--- config.mk ---
export PLATFORM = sky130hd
export DESIGN_NAME = hid_command_packet_framer
export DESIGN_NICKNAME = d
export VERILOG_FILES = /design/src/rtl/hcpf_pkg.sv /design/src/rtl/hcpf_front.sv /design/src/rtl/hcpf_queue.sv /design/src/rtl/hcpf_back.sv /design/src/rtl/hid_command_packet_framer.sv
export SDC_FILE = /design/constraint.sdc
export NUM_CORES = 1
export LEC_CHECK = 0
export BUFFER_PORTS_ARGS = -buffer_cell sky130_fd_sc_hd__buf_4
export CORE_MARGIN = 2
export CORE_UTILIZATION = 59
export DETAILED_ROUTE_END_ITERATION = 10
export PLACE_DENSITY = 0.8
export SETUP_SLACK_MARGIN = 0.2
export SLEW_MARGIN = 40
export SYNTH_ARGS = -nofsm -noshare
export SYNTH_HDL_FRONTEND = slang
export SYNTH_SLANG_ARGS = --single-unit
--- constraint.sdc ---
create_clock -name clock -period 6 [get_ports clock]
set_input_delay 0.9 -clock clock [delete_from_list [all_inputs] [get_ports clock]]
set_output_delay 0.9 -clock clock [all_outputs]
set_load 0.05 [all_outputs]
--- src/rtl/hcpf_pkg.sv ---
package hcpf_pkg;

   localparam int KEY_SLOT_COUNT = 6;

   // Longest payload: keyboard report or smooth move
   localparam int KB_PAY_LEN  = 2 + KEY_SLOT_COUNT;
   localparam int PAY_MAX     = (KB_PAY_LEN > 6) ? KB_PAY_LEN : 6;
   localparam int LEN_W       = $clog2(PAY_MAX + 1);
   // frame = 5 leading bytes + payload + checksum
   localparam int IDX_W       = $clog2(PAY_MAX + 6);
   localparam int PIDX_W      = $clog2(PAY_MAX);
   localparam int FRAME_LEAD  = 5;

   localparam int QUEUE_DEPTH = 2;
   localparam int QPTR_W      = $clog2(QUEUE_DEPTH);
   localparam int QCNT_W      = $clog2(QUEUE_DEPTH + 1);

   localparam int CFG_IDX_W   = 3;
   localparam int CFG_DATA_W  = 8;

   typedef enum logic [3:0] {
      FUNC_MOVE        = 4'd0,
      FUNC_SMOOTH_MOVE = 4'd1,
      FUNC_BTN_PRESS   = 4'd2,
      FUNC_BTN_RELEASE = 4'd3,
      FUNC_SCROLL      = 4'd4,
      FUNC_KEY_PRESS   = 4'd5,
      FUNC_KEY_RELEASE = 4'd6,
      FUNC_CLEAR_MODS  = 4'd7,
      FUNC_RELEASE_ALL = 4'd8
   } func_type;

   typedef enum logic [CFG_IDX_W-1:0] {
      CFG_HEADER_FIRST     = 3'd0,
      CFG_HEADER_SECOND    = 3'd1,
      CFG_CODE_MOVE        = 3'd2,
      CFG_CODE_SMOOTH_MOVE = 3'd3,
      CFG_CODE_BUTTONS     = 3'd4,
      CFG_CODE_WHEEL       = 3'd5,
      CFG_CODE_KEYBOARD    = 3'd6,
      CFG_CODE_RELEASE_ALL = 3'd7
   } cfg_index_type;

   typedef struct packed {
      logic [7:0] header_first;
      logic [7:0] header_second;
      logic [7:0] code_move;
      logic [7:0] code_smooth_move;
      logic [7:0] code_buttons;
      logic [7:0] code_wheel;
      logic [7:0] code_keyboard;
      logic [7:0] code_release_all;
   } cfg_type;

   typedef struct packed {
      logic [3:0]         func;
      logic signed [31:0] delta_x;
      logic signed [31:0] delta_y;
      logic [15:0]        move_time;
      logic signed [31:0] scroll_amount;
      logic [7:0]         button_bits;
      logic [7:0]         key_code;
      logic [7:0]         modifier_bits;
   } req_type;

   typedef struct packed {
      logic [7:0] packet_byte;
      logic       last_byte;
   } rsp_type;

   // One classified request, ready to serialise
   typedef struct packed {
      logic [7:0]               code;
      logic [LEN_W-1:0]         len;
      logic [PAY_MAX-1:0][7:0]  payload;
   } frame_type;

   typedef struct packed {
      logic      valid;
      frame_type frame;
   } frame_req_type;

endpackage

--- src/rtl/hcpf_front.sv ---
module hcpf_front (
   input  logic                   clock,
   input  logic                   reset,
   input  hcpf_pkg::cfg_type      cfg,
   input  hcpf_pkg::req_type      req_data,
   input  logic                   accept,
   output hcpf_pkg::frame_req_type frame_out
);

   logic [hcpf_pkg::KEY_SLOT_COUNT-1:0][7:0] slots_ff, slots_in;
   logic [7:0] mods_ff, mods_in;
   logic [7:0] btn_ff, btn_in;
   logic       held, placed, hit, kb_report;
   logic [15:0] dx, dy;
   logic [7:0]  wheel;

   function automatic logic [15:0] sat16(input logic signed [31:0] v);
      logic [15:0] r;
      if (v < -32'sd32768) begin
         r = 16'h8000;
      end else if (v > 32'sd32767) begin
         r = 16'h7FFF;
      end else begin
         r = v[15:0];
      end
      return r;
   endfunction

   function automatic logic [7:0] sat8(input logic signed [31:0] v);
      logic [7:0] r;
      if (v < -32'sd127) begin
         r = 8'h81;
      end else if (v > 32'sd127) begin
         r = 8'h7F;
      end else begin
         r = v[7:0];
      end
      return r;
   endfunction

   assign dx    = sat16(req_data.delta_x);
   assign dy    = sat16(req_data.delta_y);
   assign wheel = sat8(req_data.scroll_amount);

   always_comb begin
      slots_in  = slots_ff;
      mods_in   = mods_ff;
      btn_in    = btn_ff;
      held      = 1'b0;
      placed    = 1'b0;
      hit       = 1'b0;
      kb_report = 1'b0;
      frame_out = '0;
      case (req_data.func)
         hcpf_pkg::FUNC_MOVE, hcpf_pkg::FUNC_SMOOTH_MOVE: begin
            frame_out.valid = 1'b1;
            frame_out.frame.payload[0] = dx[7:0];
            frame_out.frame.payload[1] = dx[15:8];
            frame_out.frame.payload[2] = dy[7:0];
            frame_out.frame.payload[3] = dy[15:8];
            if (req_data.func == hcpf_pkg::FUNC_MOVE) begin
               frame_out.frame.code = cfg.code_move;
               frame_out.frame.len  = hcpf_pkg::LEN_W'(4);
            end else begin
               frame_out.frame.code = cfg.code_smooth_move;
               frame_out.frame.len  = hcpf_pkg::LEN_W'(6);
               frame_out.frame.payload[4] = req_data.move_time[7:0];
               frame_out.frame.payload[5] = req_data.move_time[15:8];
            end
         end
         hcpf_pkg::FUNC_BTN_PRESS, hcpf_pkg::FUNC_BTN_RELEASE: begin
            if (req_data.func == hcpf_pkg::FUNC_BTN_PRESS) begin
               btn_in = btn_ff | req_data.button_bits;
            end else begin
               btn_in = btn_ff & ~req_data.button_bits;
            end
            frame_out.valid            = 1'b1;
            frame_out.frame.code       = cfg.code_buttons;
            frame_out.frame.len        = hcpf_pkg::LEN_W'(1);
            frame_out.frame.payload[0] = btn_in;
         end
         hcpf_pkg::FUNC_SCROLL: begin
            frame_out.valid            = 1'b1;
            frame_out.frame.code       = cfg.code_wheel;
            frame_out.frame.len        = hcpf_pkg::LEN_W'(1);
            frame_out.frame.payload[0] = wheel;
         end
         hcpf_pkg::FUNC_KEY_PRESS: begin
            mods_in = mods_ff | req_data.modifier_bits;
            for (int i = 0; i < hcpf_pkg::KEY_SLOT_COUNT; i++) begin
               if (slots_ff[i] == req_data.key_code) begin
                  held = 1'b1;
               end
            end
            // first empty slot takes a new key; a zero code counts as held
            for (int i = 0; i < hcpf_pkg::KEY_SLOT_COUNT; i++) begin
               if (!held && !placed && slots_ff[i] == 8'h00) begin
                  slots_in[i] = req_data.key_code;
                  placed      = 1'b1;
               end
            end
            kb_report = 1'b1;
         end
         hcpf_pkg::FUNC_KEY_RELEASE: begin
            for (int i = 0; i < hcpf_pkg::KEY_SLOT_COUNT; i++) begin
               if (!hit && slots_ff[i] == req_data.key_code) begin
                  slots_in[i] = 8'h00;
                  hit         = 1'b1;
               end
            end
            kb_report = 1'b1;
         end
         hcpf_pkg::FUNC_CLEAR_MODS: begin
            mods_in   = mods_ff & ~req_data.modifier_bits;
            kb_report = 1'b1;
         end
         hcpf_pkg::FUNC_RELEASE_ALL: begin
            mods_in              = 8'h00;
            slots_in             = '0;
            frame_out.valid      = 1'b1;
            frame_out.frame.code = cfg.code_release_all;
            frame_out.frame.len  = '0;
         end
         default: begin
            // unknown request: no frame, no state change
         end
      endcase
      if (kb_report) begin
         frame_out.valid            = 1'b1;
         frame_out.frame.code       = cfg.code_keyboard;
         frame_out.frame.len        = hcpf_pkg::LEN_W'(hcpf_pkg::KB_PAY_LEN);
         frame_out.frame.payload[0] = mods_in;
         frame_out.frame.payload[1] = 8'h00;
         for (int i = 0; i < hcpf_pkg::KEY_SLOT_COUNT; i++) begin
            frame_out.frame.payload[2+i] = slots_in[i];
         end
      end
   end

   always_ff @(posedge clock) begin
      if (reset) begin
         slots_ff <= '0;
         mods_ff  <= '0;
         btn_ff   <= '0;
      end else if (accept) begin
         slots_ff <= slots_in;
         mods_ff  <= mods_in;
         btn_ff   <= btn_in;
      end
   end

endmodule

--- src/rtl/hcpf_queue.sv ---
module hcpf_queue (
   input  logic                    clock,
   input  logic                    reset,
   input  logic                    push,
   input  hcpf_pkg::frame_type     push_frame,
   output logic                    full,
   output hcpf_pkg::frame_req_type head,
   input  logic                    pop
);

   hcpf_pkg::frame_type entry_ff [hcpf_pkg::QUEUE_DEPTH];
   logic [hcpf_pkg::QPTR_W-1:0] wr_ptr_ff, rd_ptr_ff;
   logic [hcpf_pkg::QCNT_W-1:0] count_ff, count_in;
   logic do_push, do_pop;

   assign full       = (count_ff == hcpf_pkg::QCNT_W'(hcpf_pkg::QUEUE_DEPTH));
   assign do_push    = push && !full;
   assign do_pop     = pop && (count_ff != '0);
   assign head.valid = (count_ff != '0);
   assign head.frame = entry_ff[rd_ptr_ff];

   always_comb begin
      count_in = count_ff;
      if (do_push && !do_pop) begin
         count_in = count_ff + 1'b1;
      end else if (do_pop && !do_push) begin
         count_in = count_ff - 1'b1;
      end
   end

   always_ff @(posedge clock) begin
      if (do_push) begin
         entry_ff[wr_ptr_ff] <= push_frame;
      end
   end

   always_ff @(posedge clock) begin
      if (reset) begin
         wr_ptr_ff <= '0;
         rd_ptr_ff <= '0;
         count_ff  <= '0;
      end else begin
         count_ff <= count_in;
         if (do_push) begin
            wr_ptr_ff <= (wr_ptr_ff == hcpf_pkg::QPTR_W'(hcpf_pkg::QUEUE_DEPTH - 1))
                         ? '0 : wr_ptr_ff + 1'b1;
         end
         if (do_pop) begin
            rd_ptr_ff <= (rd_ptr_ff == hcpf_pkg::QPTR_W'(hcpf_pkg::QUEUE_DEPTH - 1))
                         ? '0 : rd_ptr_ff + 1'b1;
         end
      end
   end

endmodule

--- src/rtl/hcpf_back.sv ---
module hcpf_back (
   input  logic                    clock,
   input  logic                    reset,
   input  hcpf_pkg::cfg_type       cfg,
   input  hcpf_pkg::frame_req_type head,
   output logic                    head_pop,
   output logic                    rsp_empty,
   output hcpf_pkg::rsp_type       rsp_data,
   input  logic                    rsp_pop
);

   localparam logic [hcpf_pkg::IDX_W-1:0] POS_HDR1   = hcpf_pkg::IDX_W'(0);
   localparam logic [hcpf_pkg::IDX_W-1:0] POS_HDR2   = hcpf_pkg::IDX_W'(1);
   localparam logic [hcpf_pkg::IDX_W-1:0] POS_CODE   = hcpf_pkg::IDX_W'(2);
   localparam logic [hcpf_pkg::IDX_W-1:0] POS_LEN_LO = hcpf_pkg::IDX_W'(3);
   localparam logic [hcpf_pkg::IDX_W-1:0] POS_LEN_HI = hcpf_pkg::IDX_W'(4);

   logic [hcpf_pkg::IDX_W-1:0]  idx_ff, idx_in, last_idx, pay_off;
   logic [hcpf_pkg::PIDX_W-1:0] pidx;
   logic [7:0]  sum_ff, sum_in, cur_byte;
   logic [15:0] len16;
   logic        out_valid_ff, advance, is_last, send;
   hcpf_pkg::rsp_type out_ff, out_in;

   assign len16    = 16'(head.frame.len);
   assign last_idx = hcpf_pkg::IDX_W'(hcpf_pkg::FRAME_LEAD) + hcpf_pkg::IDX_W'(head.frame.len);
   assign pay_off  = idx_ff - hcpf_pkg::IDX_W'(hcpf_pkg::FRAME_LEAD);
   assign pidx     = pay_off[hcpf_pkg::PIDX_W-1:0];
   assign is_last  = (idx_ff == last_idx);
   assign advance  = !out_valid_ff || rsp_pop;
   assign send     = advance && head.valid;
   assign head_pop = send && is_last;

   always_comb begin
      case (idx_ff)
         POS_HDR1:   cur_byte = cfg.header_first;
         POS_HDR2:   cur_byte = cfg.header_second;
         POS_CODE:   cur_byte = head.frame.code;
         POS_LEN_LO: cur_byte = len16[7:0];
         POS_LEN_HI: cur_byte = len16[15:8];
         default:    cur_byte = is_last ? sum_ff : head.frame.payload[pidx];
      endcase
   end

   always_comb begin
      sum_in = (idx_ff == POS_HDR1) ? cur_byte : sum_ff + cur_byte;
      idx_in = is_last ? '0 : idx_ff + 1'b1;
      out_in.packet_byte = cur_byte;
      out_in.last_byte   = is_last;
   end

   always_ff @(posedge clock) begin
      if (send) begin
         out_ff <= out_in;
         sum_ff <= sum_in;
      end
   end

   always_ff @(posedge clock) begin
      if (reset) begin
         out_valid_ff <= 1'b0;
         idx_ff       <= '0;
      end else if (send) begin
         out_valid_ff <= 1'b1;
         idx_ff       <= idx_in;
      end else if (advance) begin
         out_valid_ff <= 1'b0;
      end
   end

   assign rsp_empty = !out_valid_ff;
   assign rsp_data  = out_ff;

endmodule

--- src/rtl/hid_command_packet_framer.sv ---
// channel   ports                              direction  moves
// request   req_push, req_full, req_data       in         one input event
// response  rsp_pop, rsp_empty, rsp_data       out        one packet byte
// csr       csr_we, csr_index, csr_wdata       in         header/code register write
//
// Each request yields one frame of 6 to 14 bytes (none for an unknown func),
// delivered one byte per cycle while rsp_pop keeps taking bytes. Request decode and
// key/button state update take the accept cycle; the frame enters the queue at the
// accepting edge, then each byte is registered on rsp_data. A two-entry frame queue
// lets the front accept the next request while a frame is being sent. Synchronous
// active-high reset clears state, queue and output valid flag; a stalled rsp_pop
// holds the byte in place and back-pressures via req_full.
module hid_command_packet_framer (
   input  logic                                 clock,
   input  logic                                 reset,
   input  logic                                 req_push,
   output logic                                 req_full,
   input  hcpf_pkg::req_type                    req_data,
   output logic                                 rsp_empty,
   input  logic                                 rsp_pop,
   output hcpf_pkg::rsp_type                    rsp_data,
   input  logic                                 csr_we,
   input  logic [hcpf_pkg::CFG_IDX_W-1:0]       csr_index,
   input  logic [hcpf_pkg::CFG_DATA_W-1:0]      csr_wdata
);

   hcpf_pkg::cfg_type       cfg_ff;
   hcpf_pkg::frame_req_type front_frame;
   hcpf_pkg::frame_req_type q_head;
   logic accept, q_full, q_pop;

   // request taken whenever the frame queue has room
   assign req_full = q_full;
   assign accept   = req_push && !q_full;

   // header and command-code registers
   always_ff @(posedge clock) begin
      if (reset) begin
         cfg_ff <= '0;
      end else if (csr_we) begin
         case (hcpf_pkg::cfg_index_type'(csr_index))
            hcpf_pkg::CFG_HEADER_FIRST:     cfg_ff.header_first     <= csr_wdata;
            hcpf_pkg::CFG_HEADER_SECOND:    cfg_ff.header_second    <= csr_wdata;
            hcpf_pkg::CFG_CODE_MOVE:        cfg_ff.code_move        <= csr_wdata;
            hcpf_pkg::CFG_CODE_SMOOTH_MOVE: cfg_ff.code_smooth_move <= csr_wdata;
            hcpf_pkg::CFG_CODE_BUTTONS:     cfg_ff.code_buttons     <= csr_wdata;
            hcpf_pkg::CFG_CODE_WHEEL:       cfg_ff.code_wheel       <= csr_wdata;
            hcpf_pkg::CFG_CODE_KEYBOARD:    cfg_ff.code_keyboard    <= csr_wdata;
            hcpf_pkg::CFG_CODE_RELEASE_ALL: cfg_ff.code_release_all <= csr_wdata;
            default: begin
            end
         endcase
      end
   end

   // front: decode, saturate, update key/button state, build the frame
   hcpf_front u_front (
      .clock     (clock),
      .reset     (reset),
      .cfg       (cfg_ff),
      .req_data  (req_data),
      .accept    (accept),
      .frame_out (front_frame)
   );

   // unknown funcs are accepted but push nothing
   hcpf_queue u_queue (
      .clock      (clock),
      .reset      (reset),
      .push       (accept && front_frame.valid),
      .push_frame (front_frame.frame),
      .full       (q_full),
      .head       (q_head),
      .pop        (q_pop)
   );

   // back: byte serialiser with running additive checksum
   hcpf_back u_back (
      .clock     (clock),
      .reset     (reset),
      .cfg       (cfg_ff),
      .head      (q_head),
      .head_pop  (q_pop),
      .rsp_empty (rsp_empty),
      .rsp_data  (rsp_data),
      .rsp_pop   (rsp_pop)
   );

endmodule

# Word level (Yosys, flattened, before mapping)
# Memory sizes are Yosys's and may differ from the RTL's. A register that Yosys moved wholly into a read port is not among the register bits.
# Index checks and enable logic that the tools add are counted.
# Widths: inputs -> output; s select.
[word_totals]
out_inout_bits = 11
n_memories = 1
reg_bits = 154
mem_bits_rw = 152
[mem_list]
columns = ["name", "words", "width", "rd", "rd_clocked_by_memory_dff", "wr", "line", "rtl"]
rows = [
  ["u_queue.entry_ff", 2, 76, 1, 1, 1, "hcpf_queue.sv:11", "hcpf_pkg::frame_type entry_ff [hcpf_pkg::QUEUE_DEPTH];"],
]
[op_classes]
n_mux = 70
n_lt_le_gt_ge = 7
n_addsub = 8
n_eq_ne = 27
bitwise_logic = 6
n_reduce_logical = 64
[ops]
columns = ["cell", "n"]
rows = [
  ["$mux 8", 18],
  ["$pmux 48 s3", 1],
  ["$mux 16", 5],
  ["$mux 77", 1],
  ["$gt 32x16->1 const B", 2],
  ["$lt 32x16->1 const B", 2],
  ["$pmux 13 s4", 1],
  ["$eq 8x8->1", 6],
  ["$logic_not 8->1", 6],
  ["$pmux 8 s3", 2],
  ["$mux 40", 1],
  ["$pmux 8 s5", 1],
  ["$mux 1", 35],
  ["$gt 32x8->1 const B", 1],
  ["$lt 32x8->1 const B", 1],
  ["$bmux 8 s3", 1],
  ["$logic_and 1x1->1", 24],
  ["$eq 4x3->1 const B", 5],
  ["$reduce_and 2->1", 9],
  ["$and 8x8->8", 2],
  ["$eq 4x2->1 const B", 4],
  ["$not 8->8", 2],
  ["$or 8x8->8", 2],
  ["$logic_not 1->1", 15],
  ["24 further kinds", 35],
]

# Longest topological paths before layout
[depth]
ltp_word = 44
mapped_depth = 20
ltp_nobuf = 18

# By module
# A second synthesis with hierarchy kept.
[hier_totals]
cells_unflattened = 1395
area_unflattened_um2 = 15651.3
[modules_own_cells]
columns = ["module", "cells_each", "instances", "area_each_um2", "seq_area_each_um2"]
rows = [
  ["hcpf_queue", 261, 1, 5708.0, 4664.5],
  ["hcpf_front", 699, 1, 5262.5, 1281.2],
  ["hid_command_packet_framer", 238, 1, 2603.7, 1281.2],
  ["hcpf_back", 197, 1, 2077.0, 610.6],
]

# Least setup slack after synthesis
# OpenSTA, ideal clock, no wires.
[synth_timing]
path_kind = "input port to flip-flop"
start = "input port req_data[136] (netlist bit)"
end = "memory u_queue.entry_ff[0][0] (netlist bit), enable pin"
required_time_ps = 5489
arrival_ps = 4801
n_path_buf = 2
path_slack_ps = 688
setup_time_ps = 511
path_stages = 5
cell_sequence = "clkbuf_1 -> clkbuf_1 -> o31ai_1 -> nand2_1 -> nor2_1"
[synth_via]
elab_chain_len = 8
elab_cells_between_ends = 19
[synth_lines]
columns = ["element", "line", "rtl"]
rows = [
  ["start: declaration", "hid_command_packet_framer.sv:18", "input hcpf_pkg::req_type req_data,"],
  ["$eq 4x2->1 (tied with other cells)", "hcpf_front.sv:54", "case (req_data.func)"],
  ["$reduce_or 2->1 / $reduce_or 3->1 (equally long branches)", "n/a", ""],
  ["$pmux 13 s4 / $mux 1 (equally long branches)", "hcpf_front.sv:54", ""],
  ["$mux 77 (*)", "hcpf_front.sv:128", "if (kb_report) begin"],
  ["$logic_and 1x1->1 (*)", "hid_command_packet_framer.sv:70", ".push (accept && front_frame.valid),"],
  ["$logic_and 1x1->1 (*)", "hcpf_queue.sv:17", "assign do_push = push && !full;"],
  ["$mux 1 (*)", "hcpf_queue.sv:32", "if (do_push) begin"],
  ["$mux 1 (not written as such) (*)", "hcpf_queue.sv:33", "entry_ff[wr_ptr_ff] <= push_frame;"],
  ["end: declaration", "hcpf_queue.sv:11", ""],
]
# Every way passes the cells marked *; elsewhere a longest branch is shown, timed or not.

==> results.cfg <==
[die]
fp.dieH_um = 163
pin_count = 167
rows = 58
dieArea_um2 = 26400
initial_utilization = 0.595
die_w_um = 163
coreArea_um2 = 25000

[pwr]
p_per_area_nw_per_um2 = 294
p_leak_nw = 6.14
p_total_mw = 5.08
ir_worst_vdd_mv = 0.256

[drt]
num_vias = 12352
via_per_inst = 6.53
postRouteAntennaNets = 0
remaining_drc_errors = 0
wl_mm = 42.2
firstDrtPassIters = 10
drt_iter0_markers = 1666
wl_per_cell_um = 22.3

[timing]
final.min_clock_period_ns = 4.82
final_hold_viol_count = 0
period_share = 0.804
setup_tns_ns = 0
slew_viol_final = 0
worst_slew_pin_slew_ns = 0.834
setup_violations = 0
rsz0062_at_grt = no
finClkSkew_ns = 0.0174
slew_headroom = 0.444
fmax_mhz = 207

[placement]
hpwl_mm = 29.9
io_buffers = 166
gp_congestion = 1.06

[cts]
cts-root-buf = clkbuf_16
cts_made_buffers = 30
cts_tree = done
clock_latency_ns = 0.56
post_cts_buffers = 0
clkTransAtPathRegs_ns = 0.06
clock-sinks = 307
cts_resized = 0
cts_hold_buf = 0
h-tree-depth = 1
clockBufferDepth = 3

[yosys]
synth_area_leader_cell = edfxtp_1
synth_nets = 1584
ys_seq_elements = 307
synth_area_leaders = edfxtp_1 (34%), dfxtp_1 (19%), nand2_1 (6.2%)
netlist_area_um2 = 14800
synth_top_area_share = 0.342
syn_inst = 1414
async_reset_ff_frac = 0
syn_area_per_cell_um2 = 10.5
yosysUniqueCellTypes = 66
synthFlopType = edfxtp_1
synth_warnings = 0
seq_area_frac_synth = 0.528
synth_edf_count = 169

[outcome]
status = completed

[worst_setup_path]
critPathMaxFanout = 22
reg2reg_depth = 17
critPathArrivalTime_ns = 5.12
crit_type = reg -> reg
worstReg2RegEnd = u_back.sum_ff[7]$_DFFE_PP_
worstSetupEndpoint = u_back.sum_ff[7]$_DFFE_PP_
end_kind = register
startpoint_type = register
reg2reg_slack_ns = 1.18
cp.required_ns = 6.30

[cells_and_area]
area_delta_synth_final_pct = 16.4
nFillCells = 1834
drive_gt1_frac = 0.186
nets = 1708
n_antenna_cell = 0

[global_route]
grt_antenna_before_repair = 0
grt_overflow_total = 0
grt_max_degree = 93
grt_pass1_vias = 11721
grt.total_usage = 0.317
grt_pass1_wl_mm = 64.6

[run]
cap_violations = 0

[worst_hold_path]
hold_path.class = reg -> reg
-- registers in the layout, indices dropped and copies added, names as in the netlist, named ones only --
signal / cells
cfg_ff: 64
u_back.idx_ff: 4
u_back.out_valid_ff: 1
u_back.rsp_data: 9
u_back.sum_ff: 8
u_front.btn_ff: 8
u_front.mods_ff: 8
u_front.slots_ff: 48
u_queue.count_ff: 2
u_queue.entry_ff: 152
u_queue.rd_ptr_ff: 1
u_queue.wr_ptr_ff: 1
-- critical path: stages (launching register included) --
cell and delay [ns]:
dfxtp_2 0.76, mux2i_1 0.42, inv_1 0.13, ha_1 0.22
xor2_1 0.17, xnor2_1 0.14, nand2_1 0.11, a31oi_4 0.51
mux2i_1 0.15, o21ai_0 0.42, ha_1 0.32, a21o_1 0.17
a211oi_1 0.23, nor2_1 0.10, o41ai_1 0.31, xnor2_1 0.17
nand2_1 0.09, xnor2_1 0.14
-- metal layers --
metal,track usage,vias to the layer above,share of wire
li1,-,5557,-
met4,0.104,0,0.030
met2,0.497,786,0.46
met1,0.450,5916,0.39
met3,0.0611,93,0.11
met5,0,-,0
-- kinds of logic after synthesis --
logic type      count (synthesis)  share of synthesized area
simple gates                  477                      0.152
compound gates                381                      0.162
flops                         307                      0.528
buf+inv                       110                     0.0314
xor+xnor                       64                     0.0378
mux                            61                     0.0766
fa+ha+maj                      14                     0.0123
-- cells in the mapped netlist, types with 4 or more instances --
master,n
a31oi_1,16
edfxtp_1,169
nor3_1,12
or4_1,6
a41oi_1,4
buf_1,17
nor4_1,41
xor2_1,55
mux4_1,5
nand3_1,40
buf_2,8
nor4_2,4
a222oi_1,9
mux2_2,6
nor2b_1,9
a211oi_1,11
nand4_1,16
clkbuf_1,52
buf_4,11
a32oi_1,8
mux4_2,35
inv_1,21
o211ai_1,13
nor2_1,61
a21oi_1,136
a22o_1,19
a22oi_1,28
dfxtp_1,138
a21o_1,12
nand2b_1,9
xnor2_1,9
o21a_1,8
ha_1,13
o21ai_0,84
a311oi_1,8
o221ai_1,9
nand2_1,246
and2_1,7
mux2i_1,15
and3_1,5
-- cell usage in the layout, fill, tap and decap left out, types with 9 or more instances in the layout --
cell	count
a211oi_1	11
a21o_1	12
a21oi_1	136
a222oi_1	9
a22o_1	19
a22oi_1	28
a31oi_1	16
buf_4	179
clkbuf_1	9
clkbuf_16	31
dfxtp_1	137
edfxtp_1	169
ha_1	13
inv_1	21
mux2i_1	15
mux4_2	35
nand2_1	246
nand2b_1	9
nand3_1	40
nand4_1	16
nor2_1	59
nor2b_1	9
nor3_1	10
nor4_1	39
o211ai_1	13
o21ai_0	84
o221ai_1	9
xnor2_1	9
xor2_1	55
-- worst min-delay path by stage --
| stage | depth (start not counted) | startpoint | slack (ns) | end |
|---|---|---|---|---|
| floorplan | 2 | cfg_ff[14]$_SDFFE_PP0P_ | 0.43 | cfg_ff[14]$_SDFFE_PP0P_ |
| global placement | 2 | cfg_ff[8]$_SDFFE_PP0P_ | 0.44 | cfg_ff[8]$_SDFFE_PP0P_ |
| detailed placement | 2 | cfg_ff[4]$_SDFFE_PP0P_ | 0.45 | cfg_ff[4]$_SDFFE_PP0P_ |
| CTS | 2 | cfg_ff[4]$_SDFFE_PP0P_ | 0.45 | cfg_ff[4]$_SDFFE_PP0P_ |
| global route | 2 | cfg_ff[42]$_SDFFE_PP0P_ | 0.47 | cfg_ff[42]$_SDFFE_PP0P_ |
| finish | 2 | cfg_ff[1]$_SDFFE_PP0P_ | 0.46 | cfg_ff[1]$_SDFFE_PP0P_ |
-- where the power goes --
| part | total, mW | switching (mW) | internal (mW) |
|---|---|---|---|
| logic | 0.865 | 0.519 | 0.346 |
| registers | 2.39 | 0.0493 | 2.34 |
| clock network | 1.82 | 0.779 | 1.04 |
-- metrics by stage --
step / hold slack (ns) / instances / area (um2) / utilization / worst slack, ns
finish: 0.456 / 1892 / 17300 / 0.692 / 1.18
floorplan: 0.433 / 1414 / 14800 / - / 0.688
CTS: 0.455 / 1892 / 17200 / 0.691 / 1.22
global placement: 0.440 / 1836 / 16300 / 0.651 / 1.35
detailed placement: 0.446 / 1836 / 16300 / 0.653 / 1.28
global route: 0.474 / 1892 / 17300 / 0.692 / 0.700
-- cell type report --
class / instances / area [um2] / area share
clock buffers: 41 / 823 / 0.0477
clock inverters: 15 / 126 / 0.00731
inverters: 21 / 78.8 / 0.00456
multi-input cells: 997 / 6630 / 0.384
flip-flops and latches: 307 / 7840 / 0.454
well taps: 330 / 413 / 0.0239
repair buffers: 181 / 1370 / 0.0791
(Power assumes the default switching activity.)
